$ cat src/rtl/fgsc_pkg.sv
`default_nettype none
package fgsc_pkg;

    // field widths
    localparam int MODE_W  = 2;
    localparam int CODE_W  = 8;
    localparam int STAMP_W = 32;
    localparam int INDEX_W = 4;

    // default slot count
    localparam int SLOTS_DEFAULT = 16;

    // mode codes
    localparam logic [MODE_W-1:0] MODE_REQUEST = 2'd0;
    localparam logic [MODE_W-1:0] MODE_POP     = 2'd1;
    localparam logic [MODE_W-1:0] MODE_FRAME   = 2'd2;
    localparam logic [MODE_W-1:0] MODE_CLEAR   = 2'd3;

    // controller to datapath commands
    typedef struct packed {
        logic capture;
        logic eval;
        logic apply;
    } t_fgsc_cmd;

    // datapath to controller status
    typedef struct packed {
        logic out_busy;
    } t_fgsc_stat;

endpackage
`default_nettype wire

$ cat src/rtl/fgsc_ctrl.sv
`default_nettype none
module fgsc_ctrl
    import fgsc_pkg::*;
(
    input  wire         i_clk,
    input  wire         i_rst_n,
    input  wire         i_valid,
    output logic        o_stall,
    input  t_fgsc_stat  i_stat,
    output t_fgsc_cmd   o_cmd
);

    typedef enum logic [1:0] {
        S_IDLE,
        S_EVAL,
        S_APPLY
    } t_state;

    t_state r_state;
    t_state n_state;
    logic   apply_now;
    logic   take;

    // apply once the output register can be written
    assign apply_now = (r_state == S_APPLY) && !i_stat.out_busy;

    // a new request enters when idle or as the current one retires
    assign o_stall = !((r_state == S_IDLE) || apply_now);
    assign take    = i_valid && !o_stall;

    assign o_cmd.capture = take;
    assign o_cmd.eval    = (r_state == S_EVAL);
    assign o_cmd.apply   = apply_now;

    // next state
    always_comb begin
        n_state = r_state;
        case (r_state)
            S_IDLE: begin
                if (take) n_state = S_EVAL;
            end
            S_EVAL: begin
                n_state = S_APPLY;
            end
            S_APPLY: begin
                if (apply_now) n_state = take ? S_EVAL : S_IDLE;
            end
            default: begin
                n_state = S_IDLE;
            end
        endcase
    end

    // state register
    always_ff @(posedge i_clk) begin
        if (!i_rst_n) begin
            r_state <= S_IDLE;
        end else begin
            r_state <= n_state;
        end
    end

endmodule
`default_nettype wire

$ cat src/rtl/fgsc_dp.sv
`default_nettype none
module fgsc_dp
    import fgsc_pkg::*;
#(
    parameter int SLOTS = SLOTS_DEFAULT
)
(
    input  wire                 i_clk,
    input  wire                 i_rst_n,
    input  t_fgsc_cmd           i_cmd,
    output t_fgsc_stat          o_stat,
    input  wire  [MODE_W-1:0]   i_mode,
    input  wire  [CODE_W-1:0]   i_character,
    output logic                o_valid,
    input  wire                 i_stall,
    output logic [INDEX_W-1:0]  o_slot_index,
    output logic                o_slot_valid,
    output logic                o_is_new,
    output logic [CODE_W-1:0]   o_slot_character
);

    localparam int IW = (SLOTS > 1) ? $clog2(SLOTS) : 1;

    // slot state
    logic [CODE_W-1:0]  r_code  [SLOTS];
    logic [STAMP_W-1:0] r_stamp [SLOTS];
    logic [SLOTS-1:0]   r_used;
    logic [SLOTS-1:0]   r_pend;
    logic [STAMP_W-1:0] r_gen;

    // captured request
    logic [MODE_W-1:0]  r_in_mode;
    logic [CODE_W-1:0]  r_in_char;

    // evaluated request
    logic [MODE_W-1:0]  r_mode;
    logic [CODE_W-1:0]  r_char;
    logic               r_hit_found;
    logic [IW-1:0]      r_hit_idx;
    logic               r_free_found;
    logic [IW-1:0]      r_free_idx;
    logic               r_pop_found;
    logic [IW-1:0]      r_pop_idx;

    // output register
    logic               r_out_valid;
    logic [IW-1:0]      r_out_idx;
    logic               r_out_slot_valid;
    logic               r_out_new;
    logic [CODE_W-1:0]  r_out_char;

    logic [SLOTS-1:0]   hit_vec;
    logic [SLOTS-1:0]   free_vec;
    logic [SLOTS-1:0]   pop_vec;
    logic               hit_found;
    logic [IW-1:0]      hit_idx;
    logic               free_found;
    logic [IW-1:0]      free_idx;
    logic               pop_found;
    logic [IW-1:0]      pop_idx;
    logic [IW+INDEX_W-1:0] idx_ext;

    assign o_stat.out_busy = r_out_valid && i_stall;

    // per-slot match lanes
    always_comb begin
        for (int k = 0; k < SLOTS; k++) begin
            hit_vec[k]  = r_used[k] && (r_code[k] == r_in_char);
            free_vec[k] = !r_used[k] || (r_stamp[k] != r_gen);
            pop_vec[k]  = r_used[k] && r_pend[k];
        end
    end

    // lowest-index priority pick
    always_comb begin
        hit_found  = 1'b0;
        hit_idx    = '0;
        free_found = 1'b0;
        free_idx   = '0;
        pop_found  = 1'b0;
        pop_idx    = '0;
        for (int k = SLOTS - 1; k >= 0; k--) begin
            if (hit_vec[k]) begin
                hit_found = 1'b1;
                hit_idx   = IW'(k);
            end
            if (free_vec[k]) begin
                free_found = 1'b1;
                free_idx   = IW'(k);
            end
            if (pop_vec[k]) begin
                pop_found = 1'b1;
                pop_idx   = IW'(k);
            end
        end
    end

    // request capture and evaluation stage
    always_ff @(posedge i_clk) begin
        if (i_cmd.capture) begin
            r_in_mode <= i_mode;
            r_in_char <= i_character;
        end
        if (i_cmd.eval) begin
            r_mode       <= r_in_mode;
            r_char       <= r_in_char;
            r_hit_found  <= hit_found;
            r_hit_idx    <= hit_idx;
            r_free_found <= free_found;
            r_free_idx   <= free_idx;
            r_pop_found  <= pop_found;
            r_pop_idx    <= pop_idx;
        end
    end

    // slot state update
    always_ff @(posedge i_clk) begin
        if (!i_rst_n) begin
            for (int k = 0; k < SLOTS; k++) begin
                r_code[k]  <= '0;
                r_stamp[k] <= '0;
            end
            r_used <= '0;
            r_pend <= '0;
            r_gen  <= STAMP_W'(1);
        end else if (i_cmd.apply) begin
            case (r_mode)
                MODE_REQUEST: begin
                    if (r_hit_found) begin
                        r_stamp[r_hit_idx] <= r_gen;
                    end else if (r_free_found) begin
                        r_used[r_free_idx]  <= 1'b1;
                        r_pend[r_free_idx]  <= 1'b1;
                        r_code[r_free_idx]  <= r_char;
                        r_stamp[r_free_idx] <= r_gen;
                    end
                end
                MODE_POP: begin
                    if (r_pop_found) r_pend[r_pop_idx] <= 1'b0;
                end
                MODE_FRAME: begin
                    r_gen <= r_gen + STAMP_W'(1);
                end
                MODE_CLEAR: begin
                    for (int k = 0; k < SLOTS; k++) begin
                        r_code[k]  <= '0;
                        r_stamp[k] <= '0;
                    end
                    r_used <= '0;
                    r_pend <= '0;
                    r_gen  <= STAMP_W'(1);
                end
                default: begin
                    r_gen <= r_gen;
                end
            endcase
        end
    end

    // output register valid
    always_ff @(posedge i_clk) begin
        if (!i_rst_n) begin
            r_out_valid <= 1'b0;
        end else if (i_cmd.apply) begin
            r_out_valid <= 1'b1;
        end else if (!i_stall) begin
            r_out_valid <= 1'b0;
        end
    end

    // output register payload
    always_ff @(posedge i_clk) begin
        if (i_cmd.apply) begin
            r_out_idx        <= '0;
            r_out_slot_valid <= 1'b0;
            r_out_new        <= 1'b0;
            r_out_char       <= '0;
            case (r_mode)
                MODE_REQUEST: begin
                    if (r_hit_found) begin
                        r_out_idx        <= r_hit_idx;
                        r_out_slot_valid <= 1'b1;
                    end else if (r_free_found) begin
                        r_out_idx        <= r_free_idx;
                        r_out_slot_valid <= 1'b1;
                        r_out_new        <= 1'b1;
                    end
                end
                MODE_POP: begin
                    if (r_pop_found) begin
                        r_out_idx        <= r_pop_idx;
                        r_out_slot_valid <= 1'b1;
                        r_out_char       <= r_code[r_pop_idx];
                    end
                end
                default: begin
                    r_out_new <= 1'b0;
                end
            endcase
        end
    end

    // low bits of the slot number
    assign idx_ext = {{INDEX_W{1'b0}}, r_out_idx};

    assign o_valid          = r_out_valid;
    assign o_slot_index     = idx_ext[INDEX_W-1:0];
    assign o_slot_valid     = r_out_slot_valid;
    assign o_is_new         = r_out_new;
    assign o_slot_character = r_out_char;

endmodule
`default_nettype wire

$ cat src/rtl/frame_generation_slot_cache.sv
// an accepted request is captured, then evaluated and applied into the output register;
// a new request is taken only while idle or as the current one is applied, as the evaluate
// and apply steps share the slot state (parallel match and priority pick, then update)
// a stalled result holds the apply step, and with it the input, until it is taken
// reset: synchronous, active low; empties all slots and sets the generation to 1
`default_nettype none
module frame_generation_slot_cache
    import fgsc_pkg::*;
#(
    parameter int SLOTS = SLOTS_DEFAULT
)
(
    input  wire                 i_clk,
    input  wire                 i_rst_n,
    input  wire                 i_valid,
    output logic                o_stall,
    input  wire  [MODE_W-1:0]   i_mode,
    input  wire  [CODE_W-1:0]   i_character,
    output logic                o_valid,
    input  wire                 i_stall,
    output logic [INDEX_W-1:0]  o_slot_index,
    output logic                o_slot_valid,
    output logic                o_is_new,
    output logic [CODE_W-1:0]   o_slot_character
);

    t_fgsc_cmd  cmd;
    t_fgsc_stat stat;

    // sequencing
    fgsc_ctrl u_ctrl (
        .i_clk   (i_clk),
        .i_rst_n (i_rst_n),
        .i_valid (i_valid),
        .o_stall (o_stall),
        .i_stat  (stat),
        .o_cmd   (cmd)
    );

    // slot state, match and output register
    fgsc_dp #(
        .SLOTS (SLOTS)
    ) u_dp (
        .i_clk            (i_clk),
        .i_rst_n          (i_rst_n),
        .i_cmd            (cmd),
        .o_stat           (stat),
        .i_mode           (i_mode),
        .i_character      (i_character),
        .o_valid          (o_valid),
        .i_stall          (i_stall),
        .o_slot_index     (o_slot_index),
        .o_slot_valid     (o_slot_valid),
        .o_is_new         (o_is_new),
        .o_slot_character (o_slot_character)
    );

endmodule
`default_nettype wire
$ cat config.mk
export PLATFORM = sky130hd
export DESIGN_NAME = frame_generation_slot_cache
export DESIGN_NICKNAME = d
export VERILOG_FILES = /design/src/rtl/fgsc_pkg.sv /design/src/rtl/fgsc_ctrl.sv /design/src/rtl/fgsc_dp.sv /design/src/rtl/frame_generation_slot_cache.sv
export SDC_FILE = /design/constraint.sdc
export NUM_CORES = 2
export LEC_CHECK = 0
export BUFFER_PORTS_ARGS = -buffer_cell sky130_fd_sc_hd__buf_2
export CAP_MARGIN = 20
export CELL_PAD_IN_SITES_DETAIL_PLACEMENT = 1
export CELL_PAD_IN_SITES_GLOBAL_PLACEMENT = 2
export CORE_MARGIN = 5
export CORE_UTILIZATION = 30
export DETAILED_ROUTE_END_ITERATION = 10
export GPL_TIMING_DRIVEN = 0
export PLACE_DENSITY_LB_ADDON = 0.1
export SETUP_SLACK_MARGIN = 0.02
export SLEW_MARGIN = 30
export SYNTH_ARGS = -nofsm -noshare
export SYNTH_HDL_FRONTEND = slang
export SYNTH_SLANG_ARGS = --single-unit
$ cat constraint.sdc
create_clock -name i_clk -period 2.7 [get_ports i_clk]
set_input_delay 0.135 -clock i_clk [delete_from_list [all_inputs] [get_ports i_clk]]
set_output_delay 0.135 -clock i_clk [all_outputs]
set_load 0.01 [all_outputs]
==> results_dict.tcl <==
set metrics [dict create \
    synth_cells 3072 \
    endpoint "u_dp.r_free_found" \
    clk_pin_slew_ns 0.06 \
    cp-end-kind "flip-flop" \
    cts_tree "done" \
    wl_um 166000 \
    die_x_um 365 \
    crit_required_ns 3.09 \
    vias 26000 \
    rows 130 \
    status "finished, violations left" \
    p_leak_uw 0.0174 \
    cts_made_buffers 93 \
    ys_warn_count 0 \
    drtIter0Drc 2490 \
    tightest_slew_ns 1.05 \
    grt_use_met2_pct 42.2 \
    critPathKind "flip-flop to flip-flop" \
    clk_latency_ns 0.72 \
    ios 30 \
    ir_drop_v 0.000442 \
    ys_seq_area_share_pct 58.1 \
    firstDrtPassIters 8 \
    use_met3_pct 3.16 \
    worstRegToRegCells 10 \
    synth_cell_types 60 \
    r2r_end "u_dp.r_free_found" \
    slew_headroom_pct 30.0 \
    numPortBuffers 29 \
    drive_gt1_share_pct 20.4 \
    crit_start "u_dp.r_gen[3]" \
    final_hold_viol_count 0 \
    critical_path_arrival_ns 3.55 \
    post_drt_wl_per_cell_um 32.7 \
    area_growth_pct 24.1 \
    cts_sinks 756 \
    grt.busiest_layer "met2" \
    hp-class "input pin to flip-flop" \
    synth_area_mm2 0.0379 \
    final_antenna_net_count 0 \
    die_area_mm2 0.134 \
    finalWorstSetupSlack_ns -0.452 \
    synth_area_leader_cell "edfxtp_1" \
    slew_violations 0 \
    cts_buffer_depth 3 \
    grt_antenna_before_repair 13 \
    failed_checks "negative setup slack" \
    rsz0062_at_grt "true" \
    reg2reg_slack_ns -0.45 \
    dp_cells 4754 \
    grt_max_degree 27 \
    grt_pass1_wl_um 227000 \
    met1_usage_pct 33.4 \
    nets 3360 \
    core-area_mm2 0.126 \
    grt_usage_pct 24.8 \
    htreeDepth 3 \
    start_kind "flip-flop" \
    period_share_pct 117 \
    synth_fp_nets 3087 \
    initial_utilization_pct 30.2 \
    cts-root-buf "clkbuf_16" \
    drc 0 \
    vias_per_cell 5.13 \
    grt_overflow 0 \
    gp_congestion 0.858 \
    pwr_density_cell_mw_per_mm2 585 \
    cap_violations 0 \
    fin_total_pwr_uw 27500 \
    setup-violations-final 5 \
    max_freq_mhz 317 \
    synth_top_area_share_pct 54.6 \
    final_cells 5075 \
    die_height_um 365 \
    path_max_fanout 10 \
    yosys-top-cells-area "edfxtp_1, xnor2_1, and2_1" \
    dpl.hpwl_um 114000 \
    ys_seq_elements 756 \
    timing.rr.start "u_dp.r_gen[3]" \
    fin_skew_ns 0.0417 \
    fin_crit_ns 3.15 \
    synth_area_per_cell_um2 12.3 \
    grt_pass1_vias 26900 \
]
## repair_timing
| action | in CTS | in global routing |
|---|---|---|
| setup buffers | 100 | 13 |
| cloned | 26 | 1 |
| gates resized for setup | 494 | 69 |
| hold endpoints to repair | 16 | 0 |
| endpoints found under the setup margin | 1253 | 818 |
| hold buffers | 15 | 0 |
| pin swaps | 73 | 24 |
## worst max-delay path, cell delays in order (launching register included)
cell and delay (ns):
dfxtp_4 0.39, buf_12 0.16, buf_8 0.16, xor2_2 0.24
nor4_1 0.33, nand4_1 0.36, nor3_2 0.40, nand4_1 0.15
buf_6 0.16, nor4_4 0.24, nand3b_1 0.20
## cells in the mapped netlist (all sizes together)
| master | number |
|---|---|
| ha | 1 |
| and4 | 5 |
| clkbuf | 166 |
| a2111oi | 1 |
| a31oi | 13 |
| o211ai | 1 |
| or3 | 2 |
| and2b | 1 |
| nand3b | 7 |
| a21boi | 3 |
| or2 | 18 |
| o2bb2ai | 1 |
| a22oi | 4 |
| and2 | 512 |
| nand2 | 57 |
| nor3b | 3 |
| and4b | 1 |
| a32oi | 4 |
| nand2b | 9 |
| or4 | 10 |
| o31a | 1 |
| nor2b | 17 |
| inv | 8 |
| nor2 | 98 |
| xnor2 | 382 |
| mux4 | 40 |
| buf | 107 |
| and3 | 138 |
| edfxtp | 689 |
| nor3 | 65 |
| a21oi | 62 |
| nand3 | 44 |
| o21a | 2 |
| o21ai | 51 |
| nand4 | 99 |
| dfxtp | 67 |
| a41oi | 1 |
| xor2 | 286 |
| o21bai | 1 |
| a211oi | 1 |
| a21o | 16 |
| o31ai | 1 |
| nor4 | 77 |
## sequential cells by signal, summed over array words and instances (netlist names), 8 cells and up
signal,flops
u_dp.r_stamp,512
u_dp.r_code,128
u_dp.r_gen,32
u_dp.r_pend,16
u_dp.r_used,16
u_dp.o_slot_character,8
u_dp.r_char,8
u_dp.r_in_char,8
## cell type report
class | instances | area [um^2]
Clock inverter | 39 | 304
Sequential cell | 756 | 22000
Fill cell | 13200 | 78500
Antenna cell | 2 | 5.00
Inverter | 8 | 30.0
Timing Repair Buffer | 160 | 1700
Clock buffer | 134 | 2630
Tap cell | 1650 | 2060
Multi-Input combinational cell | 2062 | 16000
Buffer | 264 | 2230
## kinds of logic after synthesis
family / after synthesis / synth area share (%)
and+or+nand+nor: 1163 / 18.1
DFF: 756 / 58.1
xor gates and xnor gates: 668 / 15.5
buffers and inverters: 281 / 3.49
AOI/OAI and AO/OA: 163 / 2.48
muxes: 40 / 2.38
adders and majority gates: 1 / 0.0330
## through the flow
step           utilization (%)  area, um^2  setup slack [ns]  setup TNS [ns]  hold WS (ns)
4_1_cts                   37.2       46700            -0.471           -1.25         0.100
2_1_floorplan                -       37900            0.0239               0         0.234
6_report                  37.5       47000            -0.452           -1.65         0.153
3_3_place_gp              32.0       40100             -2.73        -1419.51         0.316
5_1_grt                   37.5       47000            -0.559           -2.07         0.149
3_5_place_dp              32.0       40200             -2.07        -1552.37         0.317
## power by group
part	internal, uW	switching [uW]
sequential	13200	276
combinational	673	1010
clock	7110	5280
total	21000	6560
## placed cells by master, fill, tap and decap left out, types with 8 or more instances in the layout
master         netlist  final
edfxtp_1           689    689
and2_1             511    511
xnor2_1            381    353
xor2_1             286    279
and3_1             138    137
clkbuf_1           160    116
clkbuf_16            0    101
nand4_1             99     99
buf_4               10     89
nor2_1              95     75
buf_12               1     65
dfxtp_1             67     61
a21oi_1             61     59
nor3_1              65     55
nand2_1             57     53
clkbuf_2             6     46
or2_4                0     42
o21ai_0             44     41
buf_2               70     40
mux4_2              40     40
nand3_1             44     37
buf_6               16     35
nor4_1              75     35
nor4_2               1     28
xnor2_2              1     22
nor2_4               1     18
clkinv_1             0     17
clkbuf_4             0     16
clkinv_2             0     15
dlygate4sd3_1        0     15
a21o_1              16     14
nor4_4               1     14
nor2b_1             17     14
clkbuf_8             0     13
buf_8                0     10
a31oi_1             13     10
or4_4                4      9
nand2b_1             9      8
## how the worst min path moves through the flow
stage | startpoint | end | slack (ns) | cells past startpoint
5_1_grt | i_character[7] | u_dp.r_in_char[7] | 0.15 | 2
2_1_floorplan | i_character[0] | u_dp.r_in_char[0] | 0.23 | 0
3_3_place_gp | i_character[7] | u_dp.r_in_char[7] | 0.32 | 1
4_1_cts | i_character[7] | u_dp.r_in_char[7] | 0.10 | 2
6_report | i_character[7] | u_dp.r_in_char[7] | 0.15 | 2
3_5_place_dp | i_character[7] | u_dp.r_in_char[7] | 0.32 | 1
## layer usage
metal / share of wire, % / up-vias
li1: - / 11300
met1: 44 / 13700
met2: 49 / 782
met3: 5.3 / 164
met4: 2.6 / 0
met5: 0 / -
No activity file was read; power rests on OpenSTA's default activity.
